**src/hdl/srpw_pkg.sv**
```systemverilog
// ----------------------------------------------------------------------------
// srpw_pkg
// Types, codes and constants of the shared ring packet writer.
// ----------------------------------------------------------------------------
`timescale 1ns / 1ps
`default_nettype none

package srpw_pkg;

    localparam int RING_BYTES_DEF  = 4096;
    localparam int MIN_RING        = 16;
    localparam int TRAILER_BYTES   = 8;
    localparam int TRAILER_SHIFT   = 32;
    localparam int TRL_CNT_W       = $clog2(TRAILER_BYTES);
    localparam int IDX_W           = 12;
    localparam int LEN_W           = 12;
    localparam int BYTE_W          = 8;
    localparam int RING_SIZE_W     = 13;
    localparam int APB_ADDR_W      = 3;
    localparam int APB_DATA_W      = 32;

    localparam logic [RING_SIZE_W-1:0] RING_SIZE_RESET = 13'd4096;

    // register index (paddr[2])
    localparam logic REG_RING_SIZE = 1'b0;

    localparam logic [2:0] OP_BEGIN    = 3'd0;
    localparam logic [2:0] OP_BYTE     = 3'd1;
    localparam logic [2:0] OP_CONSUMER = 3'd2;
    localparam logic [2:0] OP_MASK     = 3'd3;
    localparam logic [2:0] OP_READ     = 3'd4;

    localparam logic [1:0] KIND_REFUSED = 2'd0;
    localparam logic [1:0] KIND_COMMIT  = 2'd1;
    localparam logic [1:0] KIND_READ    = 2'd2;

    typedef struct packed {
        logic [2:0]        opcode;
        logic [BYTE_W-1:0] data_byte;
        logic [LEN_W-1:0]  payload_len;
        logic [IDX_W-1:0]  index_value;
        logic              mask_value;
    } item_t;

    typedef struct packed {
        logic [1:0]        result_kind;
        logic              need_signal;
        logic [IDX_W-1:0]  write_index;
        logic [BYTE_W-1:0] read_data;
    } result_t;

    typedef enum logic [1:0] {
        ST_IDLE,
        ST_TRAILER,
        ST_RDWAIT
    } srpw_state_t;

endpackage

`default_nettype wire

```
**src/hdl/srpw_out_stage.sv**
```systemverilog
// ----------------------------------------------------------------------------
// srpw_out_stage
// Result output register with a skid entry behind it.
// ----------------------------------------------------------------------------
`timescale 1ns / 1ps
`default_nettype none

module srpw_out_stage (
    input  wire                    clk,
    input  wire                    rst_n,
    input  wire                    push,
    input  wire srpw_pkg::result_t push_data,
    output logic                   space,
    output logic                   out_valid,
    input  wire                    out_ready,
    output srpw_pkg::result_t      out_data
);

    import srpw_pkg::*;

    logic    out_valid_reg, out_valid_next;
    logic    skid_valid_reg, skid_valid_next;
    result_t out_data_reg, out_data_next;
    result_t skid_data_reg, skid_data_next;

    // push only arrives while the skid entry is empty
    assign space     = !skid_valid_reg;
    assign out_valid = out_valid_reg;
    assign out_data  = out_data_reg;

    always_comb
    begin
        out_valid_next  = out_valid_reg;
        skid_valid_next = skid_valid_reg;
        out_data_next   = out_data_reg;
        skid_data_next  = skid_data_reg;
        if (!out_valid_reg || out_ready)
        begin
            if (skid_valid_reg)
            begin
                out_valid_next  = 1'b1;
                out_data_next   = skid_data_reg;
                skid_valid_next = 1'b0;
            end
            else
            begin
                out_valid_next = push;
                out_data_next  = push_data;
            end
        end
        else if (push)
        begin
            skid_valid_next = 1'b1;
            skid_data_next  = push_data;
        end
    end

    always_ff @(posedge clk or negedge rst_n)
    begin
        if (!rst_n)
        begin
            out_valid_reg  <= 1'b0;
            skid_valid_reg <= 1'b0;
        end
        else
        begin
            out_valid_reg  <= out_valid_next;
            skid_valid_reg <= skid_valid_next;
        end
    end

    always_ff @(posedge clk)
    begin
        out_data_reg  <= out_data_next;
        skid_data_reg <= skid_data_next;
    end

endmodule

`default_nettype wire

```
**config.mk**
```make
export PLATFORM = sky130hd
export DESIGN_NAME = srpw_out_stage
export DESIGN_NICKNAME = d
export VERILOG_FILES = /design/src/hdl/srpw_pkg.sv /design/src/hdl/srpw_out_stage.sv
export SDC_FILE = /design/constraint.sdc
export NUM_CORES = 1
export LEC_CHECK = 0
export BUFFER_PORTS_ARGS = -buffer_cell sky130_fd_sc_hd__buf_2
export CAP_MARGIN = 15
export CELL_PAD_IN_SITES_DETAIL_PLACEMENT = 2
export CELL_PAD_IN_SITES_GLOBAL_PLACEMENT = 2
export CORE_AREA = 2 2 74 76
export CTS_CLUSTER_DIAMETER = 60
export DETAILED_ROUTE_END_ITERATION = 10
export DIE_AREA = 0 0 76 78
export GPL_TIMING_DRIVEN = 1
export PLACE_DENSITY_LB_ADDON = 0.1
export SETUP_SLACK_MARGIN = 0.02
export SKIP_LAST_GASP = 1
export SLEW_MARGIN = 20
export SYNTH_ARGS = -nofsm -noshare
export SYNTH_HDL_FRONTEND = slang
export SYNTH_SLANG_ARGS = --single-unit
```
**constraint.sdc**
```tcl
create_clock -name clk -period 2.99 [get_ports clk]
set_input_delay 0.4485 -clock clk [delete_from_list [all_inputs] [get_ports clk]]
set_output_delay 0.4485 -clock clk [all_outputs]
set_load 0.05 [all_outputs]
```
==> Word level (Yosys, flattened, before mapping) <==
Cells that the tools add are included.
{ "totals": {"output_inout_bits": 25, "input_bits": 27, "register_bits": 48, "wordCells": 20} }
{ "classes": {"n_bitwise": 1, "n_reduce_logical": 5, "mux": 4} }
{ "op_table": {"columns": ["op", "count"], "rows": [
  ["2-to-1 mux 23 bit", 1],
  ["2-to-1 mux 1 bit", 3],
  ["logical NOT 1 bit", 2],
  ["AND reduction 2 bit", 1],
  ["nonzero test 2 bit", 1],
  ["logical OR 1 bit", 1],
  ["inverter 1 bit", 1]
]} }

==> Depth between registers and ports, before layout <==
Gate-level depths: netlist (run 1).
{ "depth": {"depth_word": 4, "depth_mapped": 4} }

==> Worst setup path after synthesis (run 1) <==
OpenSTA, ideal clock, no wires.
{ "synth_timing": {"path_type": "register to register", "from": "reg out_valid_reg (netlist: out_valid)", "to": "reg skid_data_reg[0] in the netlist's numbering (enable)", "path_stages_with_launch": 3, "synth_period_minus_slack_ns": 2.786, "path_buffers": 0, "arrival_time_ns": 2.383, "setup_slack_ns": 0.204, "cell_sequence": "dfrtp_1 nand2b_1 nor2_1"} }
{ "synth_between": {"elab_chain_cells": 4} }
{ "synth_rtl": {"columns": ["element", "line", "rtl"], "rows": [
  ["start: declaration", "srpw_out_stage.sv:21", "logic out_valid_reg, out_valid_next;"],
  ["start signal: assignment", "srpw_out_stage.sv:67", "out_valid_reg <= out_valid_next;"],
  ["logical NOT 1 bit", "srpw_out_stage.sv:37", "if (!out_valid_reg || out_ready)"],
  ["logical OR 1 bit", "srpw_out_stage.sv:37", null],
  ["inverter 1 bit (no source line)", null, null],
  ["AND reduction 2 bit (no source line)", null, null],
  ["end signal: assignment", "srpw_out_stage.sv:75", "skid_data_reg <= skid_data_next;"],
  ["end: declaration", "srpw_out_stage.sv:24", "result_t skid_data_reg, skid_data_next;"]
]} }
Every way passes these cells.
A chain may end at the register's enable or synchronous reset.

==> Final worst setup path (run 1) <==
{ "layout_timing": {"from": "reg skid_valid_reg", "to": "out space"} }
{ "layout_between": {"elab_chain_cells": 1} }
{ "layout_rtl": {"columns": ["element", "line", "rtl"], "rows": [
  ["start: declaration", "srpw_out_stage.sv:22", "logic skid_valid_reg, skid_valid_next;"],
  ["start signal: assignment", "srpw_out_stage.sv:68", "skid_valid_reg <= skid_valid_next;"],
  ["logical NOT 1 bit", "srpw_out_stage.sv:27", "assign space = !skid_valid_reg;"],
  ["end: declaration", "srpw_out_stage.sv:13", "output logic space,"]
]} }
Every way passes these cells.

==> results of run 1 <==
[kinds of logic (layout without fill, tap and decap cells)]
| logic type | Yosys count | count (layout) | synth area share (%) |
|---|---|---|---|
| and+or+nand+nor | 5 | 5 | 1.157 |
| DFF | 48 | 48 | 77.88 |
| buffers and inverters | 5 | 67 | 3.200 |
| muxes | 23 | 23 | 17.77 |
[final cells by class]
| class | instances | area [um^2] |
|---|---|---|
| Inverter | 2 | 7.507 |
| Fill cell | 490 | 2756 |
| Timing Repair Buffer | 57 | 302.8 |
| Sequential cell | 48 | 1431 |
| Clock buffer | 5 | 68.82 |
| Multi-Input combinational cell | 28 | 350.3 |
| Tap cell | 70 | 87.58 |
| Clock inverter | 3 | 37.54 |
[synth_stat cells]
master / n
buf_12: 2
buf_6: 1
dfrtp_1: 2
edfxtp_1: 46
inv_1: 2
mux2_2: 5
mux2_4: 18
nand2_1: 1
nand2b_1: 1
nor2_1: 3
[routing by layer]
metal	GRT usage, %	vias to the layer above
met5	0	-
met4	4.909	0
met3	4.651	2
met2	20.54	34
met1	14.20	453
li1	-	431
[critical path: stages (launching register included)]
cell and delay (ns):
dfrtp_1 0.80, inv_1 0.13, buf_2 0.25
[where the power goes]
group | switching (mW) | total [mW] | internal, mW | leakage [nW]
Combinational | 0.167 | 0.248 | 0.0805 | 0.400
Clock | 0.201 | 0.444 | 0.244 | 0.0532
Sequential | 0.0184 | 0.812 | 0.793 | 0.466
Total | 0.387 | 1.50 | 1.12 | 0.919
[path summary, 6_finish.rpt]
path / from / to / slack [ns]
worst max-delay path: skid_valid_reg$_DFFE_PN0P_ / space / 1.07
worst min-delay path: push_data[20] / skid_data_reg[20]$_DFFE_PP_ / 0.34
worst max register to register: skid_valid_reg$_DFFE_PN0P_ / out_data[21]$_DFFE_PP_ / 1.29
worst min register to register: skid_data_reg[13]$_DFFE_PP_ / out_data[13]$_DFFE_PP_ / 0.55
max in group asynchronous: rst_n / skid_valid_reg$_DFFE_PN0P_ / 2.42
min in group asynchronous: rst_n / out_valid$_DFFE_PN0P_ / 0.47
==> flow_summary.json, run 1 <==
{
  "status": "complete, no violations",
  "reg2reg_depth": 2,
  "hold_class": "input pin to flop",
  "dr_wl_met2_um": 1727,
  "grt_overflow_total": 0,
  "cts_buffer_depth": 2,
  "vdd_drop_max_uv": 327.5,
  "ctsResizeCount": 0,
  "yosys.area.top_type": "edfxtp_1",
  "slew_violations": 0,
  "viasPerCell": 4.319,
  "htreeDepth": 2,
  "die-height_um": 78,
  "rows": 26,
  "setup_viol": 0,
  "layout_min_cycle_time_ns": 1.922,
  "total_power_mw": 1.504,
  "finalWorstSetupSlack_ns": 1.068,
  "rsz0062_at_grt": "false",
  "route.met3.wl_um": 200,
  "syn_nets": 108,
  "initial_core_util_pct": 36.45,
  "ios": 52,
  "critPathKind": "flop to output pin",
  "drt.antenna.violating_nets": 0,
  "hold_buffers": 1,
  "cts_sinks": 48,
  "final_cell_mix": "buf_2, edfxtp_1, mux2_4",
  "clkSlewWorstSetupHoldPaths_ns": 0.08,
  "cts-root-buf": "clkbuf_8",
  "dp_slack_ns": 1.252,
  "crit_required_ns": 2.54,
  "cts_tree": "built",
  "drcViolationCount": 0,
  "cp.arrival_ns": 1.47,
  "wirelength_um": 3323,
  "final_common_cell": "buf_2",
  "antenna_found_initial": 0,
  "ys_seq_area_share_pct": 77.88,
  "fin_skew_ns": 0.005470,
  "syn_area_mm2": 0.001838,
  "worstSetupStartpointType": "flop",
  "coreArea_mm2": 0.005042,
  "leakage_nw": 0.9194,
  "final_util_pct": 45.34,
  "stdcell_area_mm2": 0.002286,
  "vias": 920,
  "yosysUniqueCellTypes": 10,
  "die-area_mm2": 0.005928,
  "die_width_um": 76,
  "finalCritPeriodShare_pct": 64.29,
  "post-cts-setup-buffers": 0,
  "synth-seq-cells": 48,
  "yosysTopAreaCellShare_pct": 75.15,
  "hold_viol": 0,
  "wl_met1_um": 1372,
  "critPathCaptureType": "output pin",
  "fmax_ghz": 0.5202,
  "cts_buffers": 5,
  "first_pass_iters": 2,
  "yosysWarningCount": 0,
  "post_drt_wl_per_cell_um": 15.60,
  "grt_pass1_vias": 1046,
  "final_layout_size_suffix_gt1_share_pct": 60.14,
  "synthCells": 81,
  "gp_congestion": 0.6139,
  "clock_latency_ns": 0.29,
  "diodes": 0,
  "io_buffers": 51,
  "top_layer_used": "met4",
  "area_growth_pct": 24.37,
  "drtIter0Drc": 42,
  "max_slew.worst_pin.slew_ns": 0.7070,
  "grt_max_degree": 16,
  "grt_pass1_wl_um": 5444,
  "p_per_area_mw_per_mm2": 657.9,
  "fin_nets": 169,
  "grtUsageTotal_pct": 12.23,
  "hold_ws_ns": 0.3429,
  "ys_top_cells_by_area": "edfxtp_1, mux2_4, mux2_2",
  "setup_tns_ns": 0,
  "holdPathStages": 1,
  "slew_headroom_pct": 52.87,
  "maxCapViolations": 0,
  "stdcell_count": 213,
  "cp_max_fo": 14,
  "dp.cells": 204,
  "place_area_mm2": 0.002170,
  "avgSynthCellArea_um2": 22.69
}
Note: power is estimated with default switching activity, not from simulation.
==> run 2, diff against run 1 <==
ABC_AREA = 1   (was default)
CORE_AREA = 2 2 78 80   (was 2 2 74 76)
DIE_AREA = 0 0 80 82   (was 0 0 76 78)
clock period = 2 ns   (was 2.99 ns; I/O delays follow)
==> run 2 against run 1 <==
Effect of this change: routed wire length rose by 16%; largest power group unchanged; clock-buffer cell count is 1 higher; worst setup slack worse by 0.61 ns; largest cell class unchanged; area after synthesis fell by 1.6%; total power increased by 42%; critical path depth did not move; flip-flop and latch count did not move; highest routed layer unchanged; clock skew shrank 0.0015 ns.
==> flow_summary.json, run 2 <==
{
  "status": "complete, no violations",
  "syn_area_mm2": 0.001809,
  "cpPeakStageDelay_ns": 0.43,
  "worstSetupStartpointType": "flop",
  "crit_buf_inv": 2,
  "htreeDepth": 2,
  "clkSlewWorstSetupHoldPaths_ns": 0.08,
  "netSwitchingPower_mw": 0.6249,
  "first_pass_iters": 4,
  "crit_required_ns": 1.70,
  "drtIter0Drc": 77,
  "final_util_pct": 38.81,
  "grt_overflow_total": 0,
  "gp_congestion": 0.6071,
  "power_frac_comb_pct": 18.2,
  "avgSynthCellArea_um2": 13.92,
  "seq_power_share_pct": 56.6,
  "syn_nets": 157,
  "leakage_nw": 0.9604,
  "antenna_found_initial": 0,
  "cts_sinks": 48,
  "initial_core_util_pct": 31.49,
  "hold_viol": 0,
  "yosysMostFrequentCell": "nand2_1",
  "vias": 1128,
  "grt_max_degree": 26,
  "cts-root-buf": "clkbuf_8",
  "die_width_um": 80,
  "p_int_mw": 1.517,
  "diodes": 0,
  "post-cts-setup-buffers": 0,
  "maxCapViolations": 0,
  "p_sw_share_pct": 29.18,
  "synth-seq-cells": 48,
  "wirelength_um": 3856,
  "die-height_um": 82,
  "p_per_area_mw_per_mm2": 960.6,
  "max_slew.worst_pin.slew_ns": 0.4169,
  "grtUsageTotal_pct": 13.10,
  "slew_headroom_pct": 72.14,
  "final_layout_size_suffix_gt1_share_pct": 38.50,
  "drt.antenna.violating_nets": 0,
  "yosysWarningCount": 0,
  "hpwl_um": 2747,
  "cp_top_family": "buffers and inverters",
  "io_buffers": 51,
  "cts_buffer_depth": 2,
  "critPathKind": "flop to output pin",
  "fmax_ghz": 0.6498,
  "vdd_drop_max_uv": 286.2,
  "yosysTopAreaCellShare_pct": 76.35,
  "slew_violations": 0,
  "yosys.area.top_type": "edfxtp_1",
  "layout_min_cycle_time_ns": 1.539,
  "clock_latency_ns": 0.29,
  "critPathCaptureType": "output pin",
  "cts_buffers": 5,
  "ys_seq_area_share_pct": 79.11,
  "setup_tns_ns": 0,
  "final_common_cell": "nand2_1",
  "async_reset_ff_share_pct": 4.167,
  "path_cells": "inv_6, buf_2",
  "setup_viol": 0,
  "ys.flop_type": "edfxtp_1",
  "crit_path_top_delay_cell": "dfrtp_1",
  "reg2reg_depth": 3,
  "grt_pass1_wl_um": 6410,
  "cp.arrival_ns": 1.24,
  "fin_skew_ns": 0.003959,
  "synth_enable_flop_cells": 46,
  "coreArea_mm2": 0.005746,
  "path_depth": 2,
  "cts_tree": "built",
  "yosysUniqueCellTypes": 10,
  "ios": 52,
  "die-area_mm2": 0.006560,
  "area_growth_pct": 23.24,
  "fin_nets": 214,
  "clkPwrFrac_pct": 25.2,
  "ys_top_cells_by_area": "edfxtp_1, nand2_1, nand2_2",
  "holdPathStages": 1,
  "post_drt_wl_per_cell_um": 14.72,
  "drcViolationCount": 0,
  "rows": 28,
  "rsz0062_at_grt": "false",
  "cp_max_fo": 24,
  "hold_class": "input pin to flop",
  "grt_pass1_vias": 1285,
  "final_cell_mix": "nand2_1, buf_2, edfxtp_1",
  "synthCells": 130,
  "finalCritPeriodShare_pct": 76.95,
  "viasPerCell": 4.305,
  "synth_common_cells": "nand2_1, edfxtp_1, nand2_2"
}
## run 2: cell types whose count changed in the layout (fill, tap and decap cells not counted), sizes merged
cell / previous run / this run
nand2: 1 / 71
mux2: 23 / 0
clkbuf: 5 / 6
clkinv: 2 / 1
buf: 56 / 54
bufinv: 1 / 0
inv: 2 / 3
nand2b: 1 / 0
## run 2: power groups by stage
stage / sequential, mW / combinational (mW) / clock (mW)
finish: 1.21 / 0.389 / 0.540
detailed placement: 1.24 / 0.396 / 0
floorplan: 1.42 / 0.107 / 0
CTS: 1.21 / 0.399 / 0.561
global route: 1.22 / 0.423 / 0.606
global placement: 1.23 / 0.387 / 0
## run 2: path summary, 6_finish.rpt
check	startpoint	end	slack [ns]
min in group asynchronous	rst_n	skid_valid_reg$_DFFE_PN0P_	0.31
max reg2reg	out_valid$_DFFE_PN0P_	skid_data_reg[12]$_DFFE_PP_	0.71
min	push_data[0]	skid_data_reg[0]$_DFFE_PP_	0.20
min reg2reg	skid_data_reg[12]$_DFFE_PP_	out_data[12]$_DFFE_PP_	0.53
max	skid_valid_reg$_DFFE_PN0P_	space	0.46
max in group asynchronous	rst_n	out_valid$_DFFE_PN0P_	1.59
## run 2: metrics by stage
step           setup WS [ns]  cells  power (mW)  hold slack (ns)  area (um^2)
5_1_grt               0.3879    262       2.247           0.1870         2230
4_1_cts               0.4315    262       2.174           0.1819         2230
2_1_floorplan         0.1081    130       1.523         0.004409         1819
3_5_place_dp          0.6124    254       1.633          0.08748         2142
6_report              0.4610    262       2.142           0.1953         2230
3_3_place_gp          0.6687    254       1.620          0.08574         2142
## run 2: layout make-up
cell class | instances | area [um^2]
sequential | 48 | 1431
timing repair buffer | 55 | 300.3
fill | 623 | 3516
multi-input combinational | 74 | 310.3
tap | 75 | 93.84
clock buffer | 6 | 72.57
clock inverter | 1 | 5.005
inverter | 3 | 16.27
## run 2: cell families after synthesis
group	count (synthesis)	synth area share, %
buf+inv	8	4.288
simple gates	74	16.60
flops	48	79.11
## run 2: routing by layer
layer  up-vias  routed length (um)  global-route usage, %
li1        543                   -                      -
met1       546                1623                  15.34
met2        32                1991                  23.17
met3         7                 174                  3.297
met4         0                  65                  5.085
met5         -                   0                      0
## run 2: timing repair
| item | 4_1_cts | 5_1_grt |
|---|---|---|
| hold endpoints to repair | 2 | 0 |
| gates resized for setup | 0 | 0 |
| hold buffers | 1 | 0 |
